===== src/hdl/sft_pkg.sv =====
`default_nettype none
// ---------------------------------------------------------------------------
// sft_pkg
// Shared types and constants for the semiprime factor / totient block.
// ---------------------------------------------------------------------------
package sft_pkg;

    localparam int NUMBER_WIDTH_DEF = 31;

    // controller -> datapath
    typedef struct packed {
        logic load;          // capture the input number, reset trial divisor
        logic take_invalid;  // result: input below two
        logic take_even;     // result: factor two
        logic take_prime;    // result: no divisor up to the square root
        logic take_found;    // result: current divisor divides evenly
        logic next_s;        // advance trial divisor by two
        logic div_start;     // launch a division of n by the trial divisor
        logic out_load;      // move result into the output register
    } t_dp_cmd;

    // datapath -> controller
    typedef struct packed {
        logic lt2;       // number is 0 or 1
        logic even;      // number is even
        logic div_done;  // divider finishes this cycle
        logic q_lt_s;    // quotient below trial divisor: search exhausted
        logic rem_zero;  // remainder zero
    } t_dp_sts;

endpackage
`default_nettype wire


===== src/hdl/sft_div.sv =====
`default_nettype none
// ---------------------------------------------------------------------------
// sft_div
// Restoring unsigned divider, one quotient bit per cycle.
// ---------------------------------------------------------------------------
module sft_div #(
    parameter int W = 31
) (
    input  wire logic         i_clk,
    input  wire logic         i_rst_n,
    input  wire logic         i_start,
    input  wire logic [W-1:0] i_dividend,
    input  wire logic [W-1:0] i_divisor,
    output logic              o_done,
    output logic [W-1:0]      o_quotient,
    output logic [W-1:0]      o_remainder
);
    localparam int CW = (W > 1) ? $clog2(W) : 1;

    logic          r_busy, n_busy;
    logic [CW-1:0] r_cnt, n_cnt;
    logic [W-1:0]  r_rem, n_rem;
    logic [W-1:0]  r_quo, n_quo;
    logic [W-1:0]  r_dvs, n_dvs;

    logic [W:0]    rem_shift;
    logic [W:0]    diff;

    assign rem_shift = {r_rem, r_quo[W-1]};
    assign diff      = rem_shift - {1'b0, r_dvs};

    always_comb begin
        n_busy = r_busy;
        n_cnt  = r_cnt;
        n_rem  = r_rem;
        n_quo  = r_quo;
        n_dvs  = r_dvs;
        if (i_start) begin
            n_busy = 1'b1;
            n_cnt  = CW'(W - 1);
            n_rem  = '0;
            n_quo  = i_dividend;
            n_dvs  = i_divisor;
        end else if (r_busy) begin
            // remainder stays below the divisor, so the top bit drops out
            if (!diff[W]) begin
                n_rem = diff[W-1:0];
                n_quo = {r_quo[W-2:0], 1'b1};
            end else begin
                n_rem = rem_shift[W-1:0];
                n_quo = {r_quo[W-2:0], 1'b0};
            end
            n_cnt = r_cnt - CW'(1);
            if (r_cnt == '0) begin
                n_busy = 1'b0;
            end
        end
    end

    always_ff @(posedge i_clk) begin
        if (!i_rst_n) begin
            r_busy <= 1'b0;
            r_cnt  <= '0;
        end else begin
            r_busy <= n_busy;
            r_cnt  <= n_cnt;
        end
        r_rem <= n_rem;
        r_quo <= n_quo;
        r_dvs <= n_dvs;
    end

    assign o_done      = r_busy && (r_cnt == '0);
    assign o_quotient  = r_quo;
    assign o_remainder = r_rem;

endmodule
`default_nettype wire


===== src/hdl/sft_datapath.sv =====
`default_nettype none
// ---------------------------------------------------------------------------
// sft_datapath
// Number and trial divisor registers, divider, result and output registers.
// ---------------------------------------------------------------------------
module sft_datapath
    import sft_pkg::*;
#(
    parameter int W = NUMBER_WIDTH_DEF
) (
    input  wire logic         i_clk,
    input  wire logic         i_rst_n,
    input  wire t_dp_cmd      i_cmd,
    output t_dp_sts           o_sts,
    input  wire logic [W-1:0] i_number,
    output logic [W-1:0]      o_larger_factor,
    output logic [W-1:0]      o_smaller_factor,
    output logic [W-1:0]      o_coprime_count,
    output logic              o_status
);
    localparam int WX = W + 1;

    logic [W-1:0] r_n, n_n;
    logic [W-1:0] r_s, n_s;
    logic [W-1:0] r_big, n_big;
    logic [W-1:0] r_small, n_small;
    logic         r_inval, n_inval;

    logic [W-1:0] r_o_big, r_o_small, r_o_count;
    logic         r_o_status;

    logic         div_done;
    logic [W-1:0] quo, rem;
    logic [WX-1:0] fsum;
    logic [W-1:0]  count;

    sft_div #(.W(W)) u_div (
        .i_clk      (i_clk),
        .i_rst_n    (i_rst_n),
        .i_start    (i_cmd.div_start),
        .i_dividend (r_n),
        .i_divisor  (r_s),
        .o_done     (div_done),
        .o_quotient (quo),
        .o_remainder(rem)
    );

    always_comb begin
        n_n     = r_n;
        n_s     = r_s;
        n_big   = r_big;
        n_small = r_small;
        n_inval = r_inval;
        if (i_cmd.load) begin
            n_n = i_number;
            n_s = W'(3);
        end
        if (i_cmd.next_s) begin
            n_s = r_s + W'(2);
        end
        if (i_cmd.take_invalid) begin
            n_big   = '0;
            n_small = '0;
            n_inval = 1'b1;
        end
        if (i_cmd.take_even) begin
            n_big   = {1'b0, r_n[W-1:1]};
            n_small = W'(2);
            n_inval = 1'b0;
        end
        if (i_cmd.take_prime) begin
            n_big   = W'(1);
            n_small = r_n;
            n_inval = 1'b0;
        end
        if (i_cmd.take_found) begin
            n_big   = quo;
            n_small = r_s;
            n_inval = 1'b0;
        end
    end

    // n - (big + small - 1); zero for the invalid case
    assign fsum  = {1'b0, r_big} + {1'b0, r_small};
    assign count = r_inval ? '0 : W'({1'b0, r_n} - fsum + WX'(1));

    always_ff @(posedge i_clk) begin
        r_n     <= n_n;
        r_s     <= n_s;
        r_big   <= n_big;
        r_small <= n_small;
        r_inval <= n_inval;
        if (i_cmd.out_load) begin
            r_o_big    <= r_big;
            r_o_small  <= r_small;
            r_o_count  <= count;
            r_o_status <= r_inval;
        end
    end

    assign o_sts.lt2      = (r_n[W-1:1] == '0);
    assign o_sts.even     = ~r_n[0];
    assign o_sts.div_done = div_done;
    assign o_sts.q_lt_s   = (quo < r_s);
    assign o_sts.rem_zero = (rem == '0);

    assign o_larger_factor  = r_o_big;
    assign o_smaller_factor = r_o_small;
    assign o_coprime_count  = r_o_count;
    assign o_status         = r_o_status;

endmodule
`default_nettype wire


===== src/hdl/sft_ctrl.sv =====
`default_nettype none
// ---------------------------------------------------------------------------
// sft_ctrl
// Sequencer for the trial division search and the output handshake.
// ---------------------------------------------------------------------------
module sft_ctrl
    import sft_pkg::*;
(
    input  wire logic    i_clk,
    input  wire logic    i_rst_n,
    input  wire logic    i_valid,
    output logic         o_ready,
    output logic         o_valid,
    input  wire logic    i_ready,
    output t_dp_cmd      o_cmd,
    input  wire t_dp_sts i_sts
);
    localparam logic [2:0] S_IDLE  = 3'd0;
    localparam logic [2:0] S_CLASS = 3'd1;
    localparam logic [2:0] S_DIV   = 3'd2;
    localparam logic [2:0] S_WAIT  = 3'd3;
    localparam logic [2:0] S_EVAL  = 3'd4;
    localparam logic [2:0] S_FIN   = 3'd5;

    logic [2:0] r_state, n_state;
    logic       r_out_valid, n_out_valid;

    always_comb begin
        n_state = r_state;
        o_cmd   = '0;
        case (r_state)
            S_IDLE: begin
                if (i_valid) begin
                    o_cmd.load = 1'b1;
                    n_state    = S_CLASS;
                end
            end
            S_CLASS: begin
                if (i_sts.lt2) begin
                    o_cmd.take_invalid = 1'b1;
                    n_state            = S_FIN;
                end else if (i_sts.even) begin
                    o_cmd.take_even = 1'b1;
                    n_state         = S_FIN;
                end else begin
                    n_state = S_DIV;
                end
            end
            S_DIV: begin
                o_cmd.div_start = 1'b1;
                n_state         = S_WAIT;
            end
            S_WAIT: begin
                if (i_sts.div_done) begin
                    n_state = S_EVAL;
                end
            end
            S_EVAL: begin
                // divisor past the square root: number is prime
                if (i_sts.q_lt_s) begin
                    o_cmd.take_prime = 1'b1;
                    n_state          = S_FIN;
                end else if (i_sts.rem_zero) begin
                    o_cmd.take_found = 1'b1;
                    n_state          = S_FIN;
                end else begin
                    o_cmd.next_s = 1'b1;
                    n_state      = S_DIV;
                end
            end
            S_FIN: begin
                if (!r_out_valid || i_ready) begin
                    o_cmd.out_load = 1'b1;
                    n_state        = S_IDLE;
                end
            end
            default: begin
                n_state = S_IDLE;
            end
        endcase
    end

    always_comb begin
        n_out_valid = r_out_valid;
        if (r_out_valid && i_ready) begin
            n_out_valid = 1'b0;
        end
        if (o_cmd.out_load) begin
            n_out_valid = 1'b1;
        end
    end

    always_ff @(posedge i_clk) begin
        if (!i_rst_n) begin
            r_state     <= S_IDLE;
            r_out_valid <= 1'b0;
        end else begin
            r_state     <= n_state;
            r_out_valid <= n_out_valid;
        end
    end

    assign o_ready = (r_state == S_IDLE);
    assign o_valid = r_out_valid;

endmodule
`default_nettype wire


===== src/hdl/semiprime_factor_totient.sv =====
`default_nettype none
// ---------------------------------------------------------------------------
// semiprime_factor_totient
// Factors a number by trial division and returns both factors and
// n - (larger + smaller - 1): totient when both factors are distinct primes.
//
//   beat     direction  handshake          payload
//   input    in         i_valid/o_ready    i_number
//   result   out        o_valid/i_ready    o_larger_factor, o_smaller_factor,
//                                          o_coprime_count, o_status
//
// Inputs below two and even inputs are decided in the classify state.
// Odd inputs run one division per odd trial divisor s = 3, 5, ...; each trial
// runs the bit-serial divider and then an evaluate step, and the search
// ends at the least factor or once s passes sqrt(number).
// Reset clears the sequencer and output valid; data registers are not reset.
// A new input is taken while a result still waits in the output register;
// the block stalls at the end of that item until the result is taken.
// ---------------------------------------------------------------------------
module semiprime_factor_totient
    import sft_pkg::*;
#(
    parameter int NUMBER_WIDTH = NUMBER_WIDTH_DEF
) (
    input  wire logic                    i_clk,
    input  wire logic                    i_rst_n,
    input  wire logic                    i_valid,
    output logic                         o_ready,
    input  wire logic [NUMBER_WIDTH-1:0] i_number,
    output logic                         o_valid,
    input  wire logic                    i_ready,
    output logic [NUMBER_WIDTH-1:0]      o_larger_factor,
    output logic [NUMBER_WIDTH-1:0]      o_smaller_factor,
    output logic [NUMBER_WIDTH-1:0]      o_coprime_count,
    output logic                         o_status
);
    t_dp_cmd cmd;
    t_dp_sts sts;

    sft_ctrl u_ctrl (
        .i_clk  (i_clk),
        .i_rst_n(i_rst_n),
        .i_valid(i_valid),
        .o_ready(o_ready),
        .o_valid(o_valid),
        .i_ready(i_ready),
        .o_cmd  (cmd),
        .i_sts  (sts)
    );

    sft_datapath #(.W(NUMBER_WIDTH)) u_dp (
        .i_clk           (i_clk),
        .i_rst_n         (i_rst_n),
        .i_cmd           (cmd),
        .o_sts           (sts),
        .i_number        (i_number),
        .o_larger_factor (o_larger_factor),
        .o_smaller_factor(o_smaller_factor),
        .o_coprime_count (o_coprime_count),
        .o_status        (o_status)
    );

endmodule
`default_nettype wire


===== config.mk =====
export PLATFORM = sky130hd
export DESIGN_NAME = semiprime_factor_totient
export DESIGN_NICKNAME = d
export VERILOG_FILES = /design/src/hdl/sft_pkg.sv /design/src/hdl/sft_div.sv /design/src/hdl/sft_datapath.sv /design/src/hdl/sft_ctrl.sv /design/src/hdl/semiprime_factor_totient.sv
export SDC_FILE = /design/constraint.sdc
export NUM_CORES = 1
export LEC_CHECK = 0
export BUFFER_PORTS_ARGS = -buffer_cell sky130_fd_sc_hd__buf_2
export CAP_MARGIN = 25
export CORE_MARGIN = 1
export CORE_UTILIZATION = 60
export CTS_CLUSTER_DIAMETER = 120
export CTS_CLUSTER_SIZE = 8
export DETAILED_ROUTE_END_ITERATION = 8
export PLACE_DENSITY = 0.78
export SYNTH_ARGS = -nofsm -noshare
export SYNTH_HDL_FRONTEND = slang
export SYNTH_SLANG_ARGS = --single-unit

===== constraint.sdc =====
create_clock -name i_clk -period 6.95 [get_ports i_clk]
set_input_delay 0.695 -clock i_clk [delete_from_list [all_inputs] [get_ports i_clk]]
set_output_delay 0.695 -clock i_clk [all_outputs]
set_load 0.01 [all_outputs]

# Yosys cells after proc, flatten, opt, wreduce, memory -nomap -nowiden
# Index checks and enable logic that the tools add are counted.
# totals
input_bits	35
output_inout_bits	96
elab_cells	90
regBits	322
# classes
n_lt_le_gt_ge	1
n_bitwise	1
eq_ne	8
n_mux	42
n_reduce_logical	15
addsub	6
# op_table
operator	n
31-bit two-way mux	12
32-bit by 31-bit subtractor with 32-bit output	1
31-bit by 1-bit adder with 31-bit output, second input constant	1
31-bit by 2-bit adder with 31-bit output, second input constant	1
31-bit adder	1
31-bit logical NOT	1
31-bit < comparator	1
31-bit subtractor	1
30-bit logical NOT	1
3-bit two-way mux	8
3-bit one-hot mux with 6 select lines	1
1-bit two-way mux	17
5-bit two-way mux	2
3-bit by 2-bit equality test with 1-bit output, second input constant	2
3-bit equality test, second input constant	2
2-bit nonzero test	3
5-bit logical NOT	1
5-bit by 1-bit subtractor with 5-bit output, second input constant	1
2-bit two-way mux	2
2-bit by 1-bit != test with 1-bit output, second input constant	2
4-bit nonzero test	1
3-bit by 1-bit equality test with 1-bit output, second input constant	1
3-bit logical NOT	1
3-bit AND reduction	1
7 further kinds	8

# Depth between registers and ports, before layout
# Gate-level depths: netlist of run 1.
# depth
depth_word	7
ltp_mapped	15
depth_no_buf	15

# Cells and area by module
# From an unflattened synthesis of run 1, not the netlist that was laid out.
# unflattened
hier_cells	1674
hier_area_um2	18655.4
# modules_own_cells
module	seq_area_each_um2	area_per_inst_um2	cells_each	instances
sft_datapath	6536.3	12079.1	1014	1
sft_div	2602.5	6195.9	615	1
sft_ctrl	80.1	380.4	45	1

# Worst setup path before layout of run 1
# OpenSTA, ideal clock, no wires.
# synth_path
path_kind	reg2reg
start	register u_ctrl.r_state[0]
end	register u_dp.r_o_count[0] (netlist: u_dp.o_coprime_count[0]), enable pin
arrival_time_ns	4.825
setup_ns	0.547
path_buffers	1
synth_period_minus_slack_ns	5.372
t_required_ns	6.403
stages_incl_launch_ff	6
setup_slack_ns	1.578
path_cell_list	dfxtp_1 clkbuf_1 inv_1 nor2_1 nand2_1 nor2_1
# synth_lines
element	line_no	rtl
from (decl)	sft_ctrl.sv:25	logic [2:0] r_state, n_state;
from (signal assigned)	sft_ctrl.sv:98	r_state <= n_state;
to (signal assigned)	sft_datapath.sv:96	r_o_count <= count;
to (decl)	sft_datapath.sv:29	logic [W-1:0] r_o_big, r_o_small, r_o_count;

# Final worst setup path of run 1
# layout_path
start	register u_dp.r_small[1]
end	register u_dp.r_o_count[27] (netlist: u_dp.o_coprime_count[27]) (data pin)
# layout_via
elab_chain_len	3
# layout_lines
element	line_no	rtl
from (decl)	sft_datapath.sv:26	logic [W-1:0] r_small, n_small;
from (signal assigned)	sft_datapath.sv:91	r_small <= n_small;
31-bit adder	sft_datapath.sv:84	assign fsum = {1'b0, r_big} + {1'b0, r_small};
31-bit subtractor	sft_datapath.sv:85	assign count = r_inval ? '0 : W'({1'b0, r_n} - fsum + WX'(1));
31-bit by 1-bit adder with 31-bit output	sft_datapath.sv:85	
# No other way between the ends.
# A chain may end at the register's enable or synchronous reset.

==> results.tsv, run 1 <==
metric	value	unit
ant_nets	0	
min_period_over_period	0.6276	
root_buffer	clkbuf_16	
area_growth	13.03	%
die_y	172.3	µm
yosysWarningCount	0	
grt_max_degree	93	
p_clk_frac	0.229	
intPower	0.005401	W
crit_path_end_kind	register	
p_per_area	440.8	mW/mm²
place_hpwl	28.49	mm
synth_flop_cell	edfxtp_1	
synth_nets	1726	
n_antenna_cell	0	
clk_latency	540	ps
ios	131	
yosysUniqueCellTypes	83	
grt_pass1_vias	11970	
ys_ff_latch	320	
p_sw_frac	0.3772	
avgSynthCellArea	11.32	µm²
skew	15.50	ps
fillers	2057	
dieArea	0.02969	mm²
tightest_slew	942.7	ps
arrival	4630	ps
fmax	229.3	MHz
seqPwrFrac	0.346	
worstSetupPathType	register to register	
grt_pass1_wl	64.11	mm
hold-worst-slack	339.4	ps
wire_per_inst	19.74	µm
numCtsBuffers	45	
setup_viol	0	
grt_use_total	0.2834	
cts_num_sinks	320	
fp-row-count	61	
synth_area	0.01740	mm²
port_buffers	130	
cp-start-kind	register	
synth-async-reset-ratio	0	
cts-hold-fix-buffers	0	
clockBufferDepth	3	
grt_overflow	0	
irDropWorstVdd	240.7	µV
p_total	0.008671	W
slew_headroom	0.3715	
cap_violations	0	
coreArea	0.02816	mm²
nNetsFinal	1862	
final.setup.tns	0	ps
outcome	finished clean	
p_leak	8.144	nW
hold_path.class	input pin to register	
antenna_found_initial	0	
drive_gt1_frac	0.1302	
synth_edf_count	278	
final.min_clock_period	4362	ps
via_per_inst	6.025	
path_clk_slew	50	ps
required	7210	ps
finalMaxSlewViolations	0	
drc	0	
cts_resized	0	
seq_area_frac_synth	0.5280	
rsz0062_at_grt	false	
first_pass_iters	5	
path_max_fanout	3	
via_count	12459	
syn_inst	1537	
drt_iter0_drc	1061	
wirelength	40.83	mm
htree_num_levels	2	
cts_setup_buffers	0	
start_util	0.6179	
cts_tree	done	
hold_violations	0	
routabilityCongestion	0.8662	
combPwrFrac	0.426	
p_switching	0.003270	W
die_w	172.3	µm
## kinds of logic (layout without fill, tap and decap cells)
family	Yosys count	after routing	share of synthesized area
buffers and inverters	231	384	0.05270
adders and majority gates	154	154	0.1241
xor gates and xnor gates	80	80	0.04027
AOI/OAI and AO/OA	385	385	0.1495
muxes	13	13	0.007694
DFF	320	320	0.5280
and+or+nand+nor	354	354	0.09771
## cells in the mapped netlist, types with 6 or more instances
cell type	n	share of area
edfxtp_1	278	0.48
inv_1	176	0.038
ha_1	123	0.088
nor2_1	114	0.025
a21oi_1	97	0.028
nand2_1	89	0.019
o21ai_0	89	0.026
xnor2_1	65	0.033
a22o_1	58	0.029
dfxtp_1	42	0.048
a21o_1	32	0.014
clkbuf_1	32	0.0069
fa_1	31	0.036
nand3_1	23	0.0066
nor3_1	22	0.0063
nor4_1	18	0.0065
nor2b_1	15	0.0054
o21a_1	15	0.0065
xor2_1	15	0.0075
buf_2	14	0.0040
nand4_1	14	0.0050
nand2b_1	13	0.0047
a211oi_1	12	0.0052
and3_1	12	0.0043
mux2i_1	10	0.0058
o21bai_1	8	0.0035
a21boi_0	7	0.0030
a31oi_1	7	0.0025
and4_1	6	0.0030
o31a_1	6	0.0030
## cell type report
type	instances	area, µm²	share of cell area
Clock buffer	63	1236	0.06285
Clock inverter	1	8.758	0.0004453
Inverter	177	664.4	0.03378
Multi-Input combinational cell	986	7328	0.3726
Sequential cell	320	9190	0.4672
Tap cell	378	473.0	0.02405
Timing Repair Buffer	143	768.2	0.03906
## state kept, by name, summed over array words and instances (netlist names)
name,cells
u_dp.o_coprime_count,31
u_dp.o_larger_factor,31
u_dp.u_div.r_cnt,5
u_dp.r_n,31
u_dp.r_small,31
u_ctrl.r_state,3
u_dp.u_div.r_busy,1
u_dp.u_div.o_quotient,31
u_dp.o_status,1
u_dp.u_div.o_remainder,31
u_ctrl.o_valid,1
u_dp.o_smaller_factor,31
u_dp.r_big,31
u_dp.r_s,30
u_dp.u_div.r_dvs,30
u_dp.r_inval,1
## placed cells by master, fill, tap and decap left out, drive strengths merged, types with 5 or more instances in the layout
master	netlist	routed
a211oi	13	13
fa	31	31
or3	5	5
edfxtp	278	278
nand2	89	89
nor4	18	18
nand2b	13	13
ha	123	123
o21bai	8	8
clkbuf	34	63
mux2i	10	10
nor2b	16	16
o211ai	6	6
nor3	22	22
a21o	32	32
inv	176	177
and3	12	12
or2	5	5
a22o	58	58
xor2	15	15
buf	20	143
o21a	15	15
o31a	6	6
a21boi	8	8
o21ai	91	91
nor2	114	114
a21oi	98	98
dfxtp	42	42
nand4	14	14
xnor2	65	65
o31ai	5	5
a31oi	10	10
nand3	23	23
and4	6	6
## metal layers
| layer | global-route usage | part of all wire | wire length (µm) |
|---|---|---|---|
| met5 | 0 | 0 | 0 |
| met4 | 0.1031 | 0.034 | 1381 |
| met3 | 0.04234 | 0.066 | 2692 |
| met2 | 0.4690 | 0.48 | 19630 |
| met1 | 0.3798 | 0.42 | 17120 |
## power by group through the flow
stage          Sequential [W]  Clock [W]  Combinational, W
2_1_floorplan         0.00290          0           0.00283
3_3_place_gp          0.00301          0           0.00346
3_5_place_dp          0.00302          0           0.00359
4_1_cts               0.00299    0.00201           0.00365
5_1_grt               0.00303    0.00208           0.00414
6_report              0.00300    0.00198           0.00369
## critical path, cell delays in order (launching register included)
cell	delay (ps)
edfxtp_1	390
ha_1	300
inv_1	90
fa_1	440
ha_1	270
inv_1	90
fa_1	230
nor2b_4	60
o31a_1	280
o31a_1	310
o41ai_2	390
a21oi_2	190
a31oi_4	300
o31ai_2	100
and3_1	170
or4b_1	510
## worst paths after layout
| path | endpoint | slack [ps] | depth (start not counted) | from |
|---|---|---|---|---|
| worst max register to register | u_dp.o_coprime_count[27] | 2590 | 15 | u_dp.r_small[1] |
| worst max-delay path | u_dp.o_coprime_count[27] | 2590 | 15 | u_dp.r_small[1] |
| worst min register to register | u_dp.o_larger_factor[1] | 450 | 0 | u_dp.r_big[1] |
| worst min-delay path | u_dp.r_n[29] | 340 | 1 | i_number[29] |
## per-stage QoR
stage | instance area (µm²) | util | instances | worst slack (ps)
global placement | 18400 | 0.6532 | 2003 | 2773
detailed placement | 18400 | 0.6532 | 2003 | 2657
finish | 19670 | 0.6984 | 2068 | 2588
global route | 19670 | 0.6984 | 2068 | 2443
CTS | 19640 | 0.6974 | 2067 | 2618
floorplan | 17400 | - | 1537 | 1578
Note: power is estimated with default switching activity, not from simulation.
==> run 2: changes to the inputs <==
Settings changed: CORE_UTILIZATION 60 to 55, PLACE_DENSITY 0.78 to 0.75.
Clock period 6.95 ns to 3.5 ns, I/O delays scaled along.
==> results.tsv, run 2 (synthesis results as in run 1) <==
metric	value	unit
tightest_slew	870.3	ps
wirelength	44.48	mm
worstSetupPathType	register to register	
start_util	0.5644	
cts_tree	done	
fmax	244.4	MHz
required	3770	ps
cap_violations	0	
dieArea	0.03236	mm²
drc	13	
numCtsBuffers	45	
die_w	179.9	µm
htree_num_levels	2	
fillers	2130	
hold_violations	0	
dpl.cell_count	2160	
p_per_area	894.7	mW/mm²
area_growth	23.89	%
path_max_fanout	2	
wire_per_inst	19.57	µm
ant_nets	0	
layout_commonest_cell	edfxtp_1	
final_cell_mix	edfxtp_1 (278), inv_1 (171), buf_4 (152), buf_2 (130), ha_1 (114)	
via_count	13265	
finalMaxSlewViolations	0	
path_clk_slew	50	ps
violations	design-rule violations, negative setup slack	
rsz0062_at_grt	true	
grt_pass1_vias	13321	
holdPathStages	1	
antenna_found_initial	1	
root_buffer	clkbuf_16	
n_antenna_cell	0	
clk_latency	540	ps
skew	18.91	ps
port_buffers	130	
drt_iter0_drc	1090	
p_total	0.01929	W
irDropWorstVdd	471.5	µV
grt_pass1_wl	69.51	mm
grt_max_degree	69	
min_period_over_period	1.169	
wl_met2	21.81	mm
coreArea	0.03083	mm²
post-place-ws	-656.4	ps
nNetsFinal	2039	
cts_num_sinks	320	
cp-start-kind	register	
final_cells	2273	
top_layer	met4	
slew_headroom	0.4154	
worst-r2r-setup-slack	-590	ps
setup_viol	17	
cp_cell_sequence	ha_1 -> inv_2 -> fa_1 -> ha_4 -> inv_2 -> fa_2 -> nor2b_4 -> o31a_1 -> o31a_1 -> o41ai_4 -> buf_4 -> a21oi_4 -> a31oi_4 -> o31ai_4 -> and3_1 -> or4b_1	
cpPeakStageDelay	490	ps
place_hpwl	30.08	mm
clockBufferDepth	3	
p_leak	9.103	nW
met3_length	2.562	mm
grt_use_total	0.2695	
first_pass_iters	7	
grt_overflow	0	
routabilityCongestion	0.8782	
crit_path_end_kind	register	
hold-worst-slack	14.67	ps
ios	131	
finish.utilization	0.6993	
outcome	finished, violations left	
drive_gt1_frac	0.2174	
fp-row-count	64	
final.min_clock_period	4092	ps
arrival	4370	ps
setup_ws	-592.1	ps
via_per_inst	5.836	
hold_path.class	input pin to register	
met1_length	18.54	mm
die_y	179.9	µm
slowest_stage	fa_1	
r2r_cells	16	
run 2: final timing paths:
check	end	start
worst max register to register	u_dp.o_coprime_count[27]	u_dp.r_small[1]
worst min register to register	u_dp.o_larger_factor[29]	u_dp.r_big[29]
worst max-delay path	u_dp.o_coprime_count[27]	u_dp.r_small[1]
worst min-delay path	u_dp.r_n[13]	i_number[13]
run 2: critical path: cells and delay by family, from the launching register on:
kind / cells / cell delay (ps)
simple gates: 3 / 700
fa+ha+maj: 4 / 1220
compound gates: 6 / 1190
flops: 1 / 400
buf+inv: 3 / 290
run 2: metrics by stage:
step / instance area, µm² / setup TNS (ps)
floorplan: 17430 / -979.2
global placement: 19600 / -4865
detailed placement: 19600 / -5761
CTS: 21380 / -3888
global route: 21560 / -7782
finish: 21560 / -5263
run 2: layout make-up:
| type | count | area (µm²) | area share |
|---|---|---|---|
| Clock buffer | 73 | 1274 | 0.05908 |
| Sequential cell | 320 | 9190 | 0.4263 |
| Multi-Input combinational cell | 986 | 7629 | 0.3539 |
| Inverter | 177 | 668.1 | 0.03099 |
| Timing Repair Buffer | 320 | 2293 | 0.1064 |
| Clock inverter | 1 | 8.758 | 0.0004063 |
| Tap cell | 396 | 495.5 | 0.02298 |
run 2: timing repair:
action | 4_1_cts | 5_1_grt
cloned | 0 | 1
endpoints found under the hold margin | 20 | 1
endpoints found under the setup margin | 17 | 80
setup buffers | 15 | 6
hold buffers | 20 | 1
gates resized for setup | 39 | 19
pin swaps | 27 | 21
run 2: routing by layer:
metal,track usage,vias up
li1,-,6213
met2,0.4632,496
met3,0.03728,116
met1,0.3460,6440
met5,0,-
met4,0.1034,0
run 2: power by group:
part / switching (W) / internal, W
Sequential: 0.000587 / 0.00526
Clock: 0.00162 / 0.00245
Combinational: 0.00504 / 0.00433
Total: 0.00724 / 0.0120
